[config.mk]
export PLATFORM = sky130hd
export DESIGN_NAME = msbp_rank
export DESIGN_NICKNAME = d
export VERILOG_FILES = /design/src/sv/msbp_pkg.sv /design/src/sv/msbp_rank.sv
export SDC_FILE = /design/constraint.sdc
export NUM_CORES = 2
export LEC_CHECK = 0
export ABC_AREA = 0
export ABC_CLOCK_PERIOD_IN_PS = 5850
export BUFFER_PORTS_ARGS = -buffer_cell sky130_fd_sc_hd__buf_4
export CORE_UTILIZATION = 40
export CTS_CLUSTER_SIZE = 25
export DETAILED_ROUTE_END_ITERATION = 12
export GPL_ROUTABILITY_DRIVEN = 1
export MAX_ROUTING_LAYER = met4
export PLACE_DENSITY = 0.58
export SLEW_MARGIN = 20
export SYNTH_ARGS = -nofsm -noshare
export SYNTH_HDL_FRONTEND = slang
export SYNTH_SLANG_ARGS = --single-unit
[constraint.sdc]
create_clock -name clk -period 5.85 [get_ports clk]
set_clock_uncertainty 0.1 [all_clocks]
set_input_delay 1.17 -clock clk [delete_from_list [all_inputs] [get_ports clk]]
set_output_delay 1.17 -clock clk [all_outputs]
set_load 0.03 [all_outputs]
[src/sv/msbp_pkg.sv]
package msbp_pkg;

	// Storage geometry
	localparam int MAX_ELEMENTS = 64;
	localparam int ADDR_W       = $clog2(MAX_ELEMENTS);
	localparam int CNT_W        = $clog2(MAX_ELEMENTS + 1);

	// Field widths
	localparam int KEY_W      = 64;
	localparam int IDX_W      = 6;
	localparam int RANK_W     = 7;
	localparam int LRANK_W    = 6;
	localparam int MAX_RANKS  = 64;
	localparam int CFG_IDX_W  = 8;
	localparam int CFG_DATA_W = 7;

	// Register indexes
	localparam logic [CFG_IDX_W-1:0] CFG_NUM_RANKS  = CFG_IDX_W'(0);
	localparam logic [CFG_IDX_W-1:0] CFG_LOCAL_RANK = CFG_IDX_W'(1);

	typedef struct packed {
		logic [KEY_W-1:0] sort_key;
		logic             last;
	} item_t;

	typedef struct packed {
		logic [IDX_W-1:0] element_index;
		logic [IDX_W-1:0] owner_rank;
		logic             local_hit;
		logic             final_item;
	} result_t;

	typedef enum logic [2:0] {
		ST_LOAD,
		ST_DIV,
		ST_RD_I,
		ST_KEY_I,
		ST_SCAN,
		ST_PLACE,
		ST_EMIT
	} state_t;

	// Key memory and rank counter control
	typedef struct packed {
		logic              key_we;
		logic [ADDR_W-1:0] key_waddr;
		logic [KEY_W-1:0]  key_wdata;
		logic [ADDR_W-1:0] key_raddr;
		logic              cap_key_i;
		logic              clr_cnt;
		logic              cmp_en;
		logic [ADDR_W-1:0] cmp_j;
		logic [ADDR_W-1:0] cur_i;
	} rank_ctl_t;

	// Order memory and emission control
	typedef struct packed {
		logic               start;
		logic [CNT_W-1:0]   n;
		logic [CNT_W-1:0]   per;
		logic [RANK_W-1:0]  rem;
		logic [LRANK_W-1:0] local_rank;
		logic               ord_we;
		logic [ADDR_W-1:0]  ord_waddr;
		logic [ADDR_W-1:0]  ord_wdata;
	} emit_ctl_t;

endpackage

[src/sv/msbp_rank.sv]
module msbp_rank (
	input  logic                      clk,
	input  logic                      arst_n,
	input  msbp_pkg::rank_ctl_t       ctl,
	output logic [msbp_pkg::CNT_W-1:0] rank_pos
);
	import msbp_pkg::*;

	logic [KEY_W-1:0] key_mem [MAX_ELEMENTS];
	logic [KEY_W-1:0] rd_key_q;
	logic [KEY_W-1:0] key_i_q;
	logic [CNT_W-1:0] cnt_q;
	logic             hit;

	// Key memory: one write port, one registered read port
	always_ff @(posedge clk) begin
		if (ctl.key_we) begin
			key_mem[ctl.key_waddr] <= ctl.key_wdata;
		end
		rd_key_q <= key_mem[ctl.key_raddr];
	end

	// Hold the key of the element being placed
	always_ff @(posedge clk) begin
		if (ctl.cap_key_i) begin
			key_i_q <= rd_key_q;
		end
	end

	// Element j precedes element i: smaller key, or equal key and lower index
	assign hit = ctl.cmp_en && ((rd_key_q < key_i_q) ||
		((rd_key_q == key_i_q) && (ctl.cmp_j < ctl.cur_i)));

	// Count preceding elements
	always_ff @(posedge clk or negedge arst_n) begin
		if (!arst_n) begin
			cnt_q <= '0;
		end else if (ctl.clr_cnt) begin
			cnt_q <= '0;
		end else if (ctl.cmp_en) begin
			cnt_q <= cnt_q + CNT_W'(hit);
		end
	end

	assign rank_pos = cnt_q + CNT_W'(hit);

endmodule

==> run summary <==
Outcome - complete, no violations
Final std cells w/o fill - 12900
Row count - 232
FF+latch count, synth - 4231
Max Cap Viol - 0
Worst-path fanout max - 4
Max frequency - 179 MHz
Wirelength per Cell - 34.5 µm
Setup TNS - 0 ns
EDFF count, synth - 4160
Commonest non-fill, non-tap cells in the layout - edfxtp_1 (4160), mux4_2 (1152), clkbuf_16 (443)
Core area - 400000 µm²
Post-route minimum period - 5.59 ns
Routability Congestion - 0.791
Placed cells - 12100
Fillers - 32500
WP data required - 4.58 ns
Max stage delay on crit path - 0.34 ns
Die area - 406000 µm²
Critical path arrival - 4.32 ns
Crit path cell chain - inv_1 -> ha_1 -> nand4_1 -> nor4_2 -> buf_4 -> nand3_4 -> nor4_1 -> buf_4 -> o311a_4 -> a21o_4 -> buf_4 -> ha_4 -> ha_4 -> nand3_1 -> nor2_1 -> xor2_1 -> buf_4
Vias in the first global route - 77500
Port bufs - 100
R2R Setup Slk - 2.25 ns
Worst slew pin tran - 1.18 ns
Net Count, Synth - 6991
Final hold vios - 0
RSZ-0062 raised after global routing - false
Drt drc - 0
CTS Buf Count - 432
Max-slew headroom - 21.2%
Period utilization - 95.6%
Area grow syn2layout - 14.3%
Clk Tree Root Cell - clkbuf_16
Yosys Warn Count - 0
Leak pwr - 57.6 nW
Sink Count - 4231
Crit-path slowest cell - edfxtp_1
CP Launch Point - key_i_q[55]
Worst reg2reg startpoint - key_i_q[55]
Synthesized instance count - 6826
Asr flop ratio synth - 0.165%
Capturing element type of the critical path - output pin
Clk slew on worst S/H paths - 0.06 ns
Final ANT Viol Nets - 0
Hold Crit Class - in2reg
Share of cells above drive strength 1 - 28.8%
Largest net degree at the start of global routing - 94
Power Density - 343 nW/µm²
Vias per inst - 5.99
Worst r2r dst - cnt_q[6]
Pre-antenna DRT Iters - 5
Peak supply drop - 0.272 mV
GRT overflow - 0
Max H-tree Level - 5
Mapped cell area - 161000 µm²
Initial antenna violation count - 27
DIE WIDTH - 637 µm
TritonCTS clock tree - built
Die Y - 637 µm
All-layer global routing usage - 22.4%
Hold EP - cnt_q[2]
Ys flop type - edfxtp_1
Pwr Total - 63.3 mW
Sequential-to-total area share from yosys stat - 78.3%
Initial DRC Count - 9709
Nets - 7448
CP dominant cell by count - buf_4
Starting Density - 40.3%
First-pass GRT wire length - 622000 µm
Final setup fails - 0
Library cells used by synthesis - 37
Detailed Route WL - 446000 µm
HP Start - ctl[13]
Vias after detailed routing - 77300
Mean Syn Cell Area - 23.6 µm²
Startpoint Class - flop
Reg2Reg Depth - 16
Worst-Skew Late Latency - 0.97 ns
Most common cell after layout, fill and taps aside - edfxtp_1
Final HPWL DP - 235000 µm
Kind of critical path - reg2out
IO Count - 101
Core Util, Final - 46.0%
Clk buf depth - 4
Hold path cells - 2
Fin. max-slew vios - 0
-- synth_stat cells, drive strengths merged, types with 2 or more instances --
library cell	number	area share [%]
inv	72	0.17
and2	2	0.0078
a21o	8	0.037
nand3b	2	0.0093
nor3	5	0.016
edfxtp	4160	77
mux4	1152	16
nand2	87	0.20
xor2	6	0.033
a21oi	155	0.48
o311a	2	0.012
dfrtp	7	0.11
or3	4	0.016
nor4	4	0.016
mux2i	130	0.81
o21ai	8	0.025
nand4b	3	0.016
a22oi	129	0.60
ha	71	0.55
clkbuf	179	0.42
buf	184	0.66
xnor2	2	0.011
dfxtp	64	0.79
nor2	80	0.19
nand2b	4	0.016
nand4	17	0.066
a211oi	130	0.61
nor2b	135	0.52
a221oi	3	0.016
nand3	17	0.053
-- how the worst max path moves through the flow --
| stage | endpoint | slack [ns] | cells after the start |
|---|---|---|---|
| after floorplan | key_mem[39][0] | 0.54 | 4 |
| after global placement | rank_pos[6] | -0.10 | 15 |
| after detailed placement | rank_pos[6] | 0.1 | 15 |
| after CTS | rank_pos[6] | 0.02 | 15 |
| after global routing | rank_pos[6] | 0.07 | 17 |
| final | rank_pos[6] | 0.26 | 17 |
-- per-layer routing --
layer  vias up  wire length [µm]  global-route usage [%]
li1      30200                 -                       -
met1     42900            183000                    31.0
met2      3482            217000                    35.7
met3       653             34700                    3.18
met4         0             10500                    5.10
met5         -                 0                       -
-- power breakdown --
part           total [mW]  switching [mW]  internal (mW)  leakage, nW
logic                3.12            1.89           1.23         12.9
clock network        26.5            11.4           15.1         6.57
registers            33.7          0.0962           33.6         38.1
total                63.3            13.4           49.9         57.6
-- cell type report --
type / count / area [µm²] / share of cell area, %
Clock inverter: 222 / 1800 / 0.979
Tap cell: 5265 / 6590 / 3.57
Antenna cell: 14 / 35.0 / 0.0190
Timing Repair Buffer: 386 / 4080 / 2.21
Multi-Input combinational cell: 2160 / 33500 / 18.2
Clock buffer: 563 / 11600 / 6.32
Inverter: 72 / 270 / 0.147
Sequential cell: 4231 / 126000 / 68.6
-- through the flow --
step | instance area [µm²] | hold slack (ns) | worst slack, ns
2_1_floorplan | 161000 | 0.308 | 0.540
3_3_place_gp | 171000 | 0.320 | -0.105
3_5_place_dp | 171000 | 0.323 | 0.0985
4_1_cts | 184000 | 0.258 | 0.0151
5_1_grt | 184000 | 0.288 | 0.0701
6_report | 184000 | 0.327 | 0.256
-- sequential cells by signal, summed over array words and instances, names as in the netlist --
name / cells
rd_key_q: 64
key_i_q: 64
cnt_q: 7
key_mem: 4096
-- worst max-delay path, delay by kind of cell (launching register included) --
kind,cells,cell delay [ns]
compound gates,2,0.36
flops,1,0.34
simple gates,6,1.11
xor+xnor,1,0.15
buf+inv,5,0.77
fa+ha+maj,3,0.62
-- what timing repair did --
action | in CTS | in global routing
buffers inserted | 2 | 0
endpoints found under the hold margin | 7 | 0
pin swaps | 4 | 7
resized for setup | 7 | 6
hold buffers | 1 | 0
setup endpoints to repair | 6 | 2
-- kinds of logic (layout without fill, tap and decap cells) --
family | Yosys count | in the layout | share of synthesized area, %
AO/OA/AOI/OAI | 438 | 438 | 1.79
XOR/XNOR | 8 | 8 | 0.0434
adder cells (fa/ha/maj) | 71 | 71 | 0.551
buffers and inverters | 435 | 1243 | 1.25
flip-flops | 4231 | 4231 | 78.3
multiplexers | 1282 | 1282 | 16.9
other | 0 | 14 | 0
AND/OR/NAND/NOR | 361 | 361 | 1.13
(Power assumes the default switching activity.)
