### src/sv/msbp_pkg.sv
package msbp_pkg;

	// Storage geometry
	localparam int MAX_ELEMENTS = 64;
	localparam int ADDR_W       = $clog2(MAX_ELEMENTS);
	localparam int CNT_W        = $clog2(MAX_ELEMENTS + 1);

	// Field widths
	localparam int KEY_W      = 64;
	localparam int IDX_W      = 6;
	localparam int RANK_W     = 7;
	localparam int LRANK_W    = 6;
	localparam int MAX_RANKS  = 64;
	localparam int CFG_IDX_W  = 8;
	localparam int CFG_DATA_W = 7;

	// Register indexes
	localparam logic [CFG_IDX_W-1:0] CFG_NUM_RANKS  = CFG_IDX_W'(0);
	localparam logic [CFG_IDX_W-1:0] CFG_LOCAL_RANK = CFG_IDX_W'(1);

	typedef struct packed {
		logic [KEY_W-1:0] sort_key;
		logic             last;
	} item_t;

	typedef struct packed {
		logic [IDX_W-1:0] element_index;
		logic [IDX_W-1:0] owner_rank;
		logic             local_hit;
		logic             final_item;
	} result_t;

	typedef enum logic [2:0] {
		ST_LOAD,
		ST_DIV,
		ST_RD_I,
		ST_KEY_I,
		ST_SCAN,
		ST_PLACE,
		ST_EMIT
	} state_t;

	// Key memory and rank counter control
	typedef struct packed {
		logic              key_we;
		logic [ADDR_W-1:0] key_waddr;
		logic [KEY_W-1:0]  key_wdata;
		logic [ADDR_W-1:0] key_raddr;
		logic              cap_key_i;
		logic              clr_cnt;
		logic              cmp_en;
		logic [ADDR_W-1:0] cmp_j;
		logic [ADDR_W-1:0] cur_i;
	} rank_ctl_t;

	// Order memory and emission control
	typedef struct packed {
		logic               start;
		logic [CNT_W-1:0]   n;
		logic [CNT_W-1:0]   per;
		logic [RANK_W-1:0]  rem;
		logic [LRANK_W-1:0] local_rank;
		logic               ord_we;
		logic [ADDR_W-1:0]  ord_waddr;
		logic [ADDR_W-1:0]  ord_wdata;
	} emit_ctl_t;

endpackage

### src/sv/msbp_emit.sv
module msbp_emit (
	input  logic                 clk,
	input  logic                 arst_n,
	input  msbp_pkg::emit_ctl_t  ctl,
	output logic                 idle,
	output logic                 result_valid,
	input  logic                 result_ready,
	output msbp_pkg::result_t    result
);
	import msbp_pkg::*;

	logic [ADDR_W-1:0] order_mem [MAX_ELEMENTS];
	logic [ADDR_W-1:0] rd_idx_q;
	logic              busy_q;
	logic              out_valid_q;
	logic              rd_pend_s1;
	logic [RANK_W-1:0] own_s1;
	logic              final_s1;
	logic [CNT_W-1:0]  p_q;
	logic [CNT_W-1:0]  c_q;
	logic [RANK_W-1:0] own_q;
	logic [CNT_W:0]    chunk_size;
	logic              chunk_end;
	logic              last_pos;
	logic              issue;
	result_t           result_q;

	// Order memory: sorted position -> arrival index
	always_ff @(posedge clk) begin
		if (ctl.ord_we) begin
			order_mem[ctl.ord_waddr] <= ctl.ord_wdata;
		end
		rd_idx_q <= order_mem[p_q[ADDR_W-1:0]];
	end

	// Chunk bookkeeping: the first rem chunks hold one extra element
	assign chunk_size = (own_q < ctl.rem) ? ({1'b0, ctl.per} + (CNT_W+1)'(1))
	                                      : {1'b0, ctl.per};
	assign chunk_end  = (({1'b0, c_q} + (CNT_W+1)'(1)) == chunk_size);
	assign last_pos   = (CNT_W'(p_q + CNT_W'(1)) == ctl.n);
	assign issue      = busy_q && !rd_pend_s1 && (!out_valid_q || result_ready);

	// Advance through sorted positions
	always_ff @(posedge clk or negedge arst_n) begin
		if (!arst_n) begin
			busy_q     <= 1'b0;
			rd_pend_s1 <= 1'b0;
			p_q        <= '0;
			c_q        <= '0;
			own_q      <= '0;
		end else begin
			rd_pend_s1 <= issue;
			if (ctl.start) begin
				busy_q <= 1'b1;
				p_q    <= '0;
				c_q    <= '0;
				own_q  <= '0;
			end else if (issue) begin
				p_q <= p_q + CNT_W'(1);
				if (chunk_end) begin
					own_q <= own_q + RANK_W'(1);
					c_q   <= '0;
				end else begin
					c_q <= c_q + CNT_W'(1);
				end
				if (last_pos) begin
					busy_q <= 1'b0;
				end
			end
		end
	end

	// Carry rank and final mark alongside the memory read
	always_ff @(posedge clk) begin
		if (issue) begin
			own_s1   <= own_q;
			final_s1 <= last_pos;
		end
	end

	// Output register
	always_ff @(posedge clk or negedge arst_n) begin
		if (!arst_n) begin
			out_valid_q <= 1'b0;
		end else if (rd_pend_s1) begin
			out_valid_q <= 1'b1;
		end else if (result_ready) begin
			out_valid_q <= 1'b0;
		end
	end

	always_ff @(posedge clk) begin
		if (rd_pend_s1) begin
			result_q.element_index <= IDX_W'(rd_idx_q);
			result_q.owner_rank    <= own_s1[IDX_W-1:0];
			result_q.local_hit     <= (own_s1[LRANK_W-1:0] == ctl.local_rank);
			result_q.final_item    <= final_s1;
		end
	end

	assign result_valid = out_valid_q;
	assign result       = result_q;
	assign idle         = !busy_q && !rd_pend_s1 && !out_valid_q;

endmodule

### config.mk
export PLATFORM = sky130hd
export DESIGN_NAME = msbp_emit
export DESIGN_NICKNAME = d
export VERILOG_FILES = /design/src/sv/msbp_pkg.sv /design/src/sv/msbp_emit.sv
export SDC_FILE = /design/constraint.sdc
export NUM_CORES = 1
export LEC_CHECK = 0
export BUFFER_PORTS_ARGS = -buffer_cell sky130_fd_sc_hd__buf_2
export CAP_MARGIN = 40
export CORE_ASPECT_RATIO = 1.75
export CORE_UTILIZATION = 63
export CTS_CLUSTER_SIZE = 40
export DETAILED_ROUTE_END_ITERATION = 10
export MAX_ROUTING_LAYER = met4
export PLACE_DENSITY = 0.78
export REMOVE_ABC_BUFFERS = 1
export SKIP_LAST_GASP = 1
export SYNTH_ARGS = -nofsm -noshare
export SYNTH_HDL_FRONTEND = slang
export SYNTH_SLANG_ARGS = --single-unit
export TNS_END_PERCENT = 20
### constraint.sdc
create_clock -name clk -period 7.7 [get_ports clk]
set_clock_uncertainty 0.15 [all_clocks]
set_input_delay 0 -clock clk [delete_from_list [all_inputs] [get_ports clk]]
set_output_delay 0 -clock clk [all_outputs]
set_load 0.005 [all_outputs]
==> impl_metrics.py <==
metrics = {
    "run_status": {
        "outcome": "completed",
    },
    "critical_path": {
        "cpPeakStageDelay_ns": 0.84,
        "crit_path_end_kind": "flip-flop",
        "required_ns": 7.96,
        "path_cells": "buf_4 > nand3_1 > nor2_1 > xnor2_1 > nand4_1 > dlygate4sd3_1 > nor4_1 > dlygate4sd3_1 > nand2_1 > a21o_1 > dlygate4sd3_1",
        "cp_common_cell": "dlygate4sd3_1",
        "cp-start-kind": "flip-flop",
        "arrival_ns": 5.05,
        "rr_worst_depth": 11,
        "path_class": "reg -> reg",
        "cp_slowest_cell": "dfrtp_4",
        "path_max_fanout": 56,
    },
    "timing": {
        "final-setup-viol-count": 0,
        "tns_ns": 0,
        "final-hold-violation-count": 0,
        "fin_crit_sh_pct": 62.2,
        "tightestPinTransition_ns": 0.894,
        "rsz0062_at_grt": "false",
        "setup_ws_ns": 2.91,
        "slew_violations": 0,
        "fin_crit_ns": 4.79,
        "slew_headroom_pct": 40.4,
        "max_freq_ghz": 0.209,
    },
    "pwr": {
        "netSwitchingFraction_pct": 23.7,
        "pwr-share-clk_pct": 33.3,
        "vdd_drop_max_v": 0.000232,
        "p_seq_share_pct": 50.8,
        "p_switching_mw": 1.31,
        "power_per_cell_area_nw_per_um2": 279,
        "pwr-share-comb_pct": 16.0,
        "power.total_mw": 5.51,
        "p_leak_nw": 6.27,
        "p_int_mw": 4.20,
    },
    "clock_tree": {
        "post_cts_buffers": 0,
        "hold_buffers": 21,
        "clockBufferDepth": 3,
        "clk_latency_ns": 0.52,
        "cts_tree": "built",
        "clkSinkCount": 435,
        "cts_root_buf": "clkbuf_16",
        "cts_made_buffers": 37,
        "cts-resized-gates": 0,
        "htree_levels": 2,
        "clk_pin_slew_ns": 0.07,
    },
    "detailed_routing": {
        "avgViaCountPerCell": 6.37,
        "drc": 0,
        "via_count": 8714,
        "wl_per_cell_um": 26.5,
        "ant_nets": 0,
        "initialDrtViolationCount": 670,
        "first_pass_iters": 7,
        "drt_wl_total_mm": 36.2,
    },
    "placement": {
        "place_congestion": 0.813,
        "io_buffers": 59,
        "placedCellCount": 1281,
        "pre_cts_ws_ns": 4.22,
        "dp_hpwl_mm": 23.4,
    },
    "synthesis": {
        "syn-instance-count": 887,
        "synth_area_um2": 17600,
        "syn_area_per_cell_um2": 19.8,
        "ys.flop_type": "edfxtp_1",
        "synth_seq_cells": 435,
        "synth_cell_types": 47,
        "ys_seq_area_share_pct": 73.3,
        "synth-edff-count": 405,
        "synth_warnings": 0,
        "async_flop_share_pct": 5.52,
    },
    "job": {
        "maxCapViolCount": 0,
    },
    "worst_hold_path": {
        "hold_path_class": "in -> reg",
        "worstHoldPathCells": 3,
    },
    "cells_and_area": {
        "syn2layout_area_growth_pct": 12.2,
        "n_antenna_cell": 0,
        "drive_gt1_share_pct": 25.9,
        "mostFrequentLayoutCell": "edfxtp_1",
        "final_cell_mix": "405 x edfxtp_1, 126 x mux4_2, 74 x nor2_1",
        "final_nets": 1026,
        "final_cell_count_no_fill": 1367,
        "fin_util_pct": 72.1,
    },
    "floorplanning": {
        "rows": 80,
        "core_um2": 27300,
        "pin_count": 60,
        "dieArea_um2": 28600,
        "initial_core_util_pct": 64.3,
        "dieWidth_um": 128,
        "fp.dieH_um": 223,
    },
    "grt": {
        "grt_pass1_vias": 9194,
        "grt_overflow": 0,
        "grt_max_degree": 57,
        "antenna_found_initial": 0,
        "grt_usage_pct": 28.0,
        "grt_pass1_wl_mm": 55.5,
    },
}
[worst paths after layout]
| path | start | to | slack [ns] |
|---|---|---|---|
| max | p_q[1]$_DFFE_PN0P_ | busy_q$_DFFE_PN0P_ | 2.91 |
| min in group asynchronous | arst_n | c_q[1]$_DFFE_PN0P_ | 0.38 |
| max in group asynchronous | arst_n | p_q[0]$_DFFE_PN0P_ | 6.85 |
| min reg2reg | rd_idx_q[1]$_DFF_P_ | result[9]$_DFFE_PP_ | 0.26 |
| min | ctl[6] | order_mem[55][2]$_DFFE_PP_ | 0.04 |
| max reg2reg | p_q[1]$_DFFE_PN0P_ | busy_q$_DFFE_PN0P_ | 2.91 |
[sequential cells by signal, indices dropped and copies added (netlist names)]
signal        cells
p_q               7
result           14
own_q             7
c_q               7
busy_q            1
rd_idx_q          6
result_valid      1
final_s1          1
order_mem       384
own_s1            6
rd_pend_s1        1
[layout make-up]
type                            count  area, µm²
Inverter                            9       33.8
Multi-Input combinational cell    396       4460
Tap cell                          369        462
Sequential cell                   435      12900
Clock buffer                       51       1010
Fill cell                        1601       7620
Clock inverter                     14        161
Timing Repair Buffer               93        691
[cells in the mapped netlist (all sizes together), types with 7 or more instances]
master,count,area [µm²]
nand2,31,116
inv,9,33.8
mux4,126,2840
xnor2,22,200
nand3,13,70.1
dfrtp,24,601
nor3,8,40.0
nand4,7,43.8
buf,14,70.1
clkbuf,33,124
nor2,74,278
a21oi,21,116
xor2,15,131
ha,10,125
edfxtp,405,12200
o21ai,9,45.0
[through the flow]
stage	hold WS [ns]	area, µm²
finish	0.0446	19700
global route	0.0576	19700
floorplan	-0.446	17400
CTS	0.00413	19700
detailed placement	-0.120	18300
global placement	-0.117	18200
[cell families after synthesis]
group / after synthesis / synth area share (%)
flip-flops: 435 / 73.3
buffers and inverters: 56 / 1.30
AO/OA/AOI/OAI: 48 / 1.72
AND/OR/NAND/NOR: 170 / 4.64
adder cells (fa/ha/maj): 10 / 0.712
multiplexers: 131 / 16.4
XOR/XNOR: 37 / 1.89
[layer usage]
metal	track usage (%)	vias to the layer above	share of wire, %
met1	31.9	4517	35
li1	-	3760	-
met5	-	-	0
met2	49.5	357	56
met4	12.0	0	4.1
met3	3.45	80	4.9
[critical path, delay by kind of cell (launching register included)]
family | cells | cell delay, ns
buffers and inverters | 4 | 2.47
and+or+nand+nor | 5 | 0.88
DFF | 1 | 0.84
AOI/OAI and AO/OA | 1 | 0.17
xor gates and xnor gates | 1 | 0.14
[power by group through the flow]
| stage | combinational (mW) | sequential (mW) | clock [mW] |
|---|---|---|---|
| 4_1_cts | 0.896 | 2.80 | 1.86 |
| 5_1_grt | 0.943 | 2.81 | 1.94 |
| 3_5_place_dp | 0.879 | 2.85 | 0 |
| 2_1_floorplan | 0.581 | 2.90 | 0 |
| 6_report | 0.879 | 2.80 | 1.83 |
| 3_3_place_gp | 0.859 | 2.85 | 0 |
Note: power is estimated with default switching activity, not from simulation.
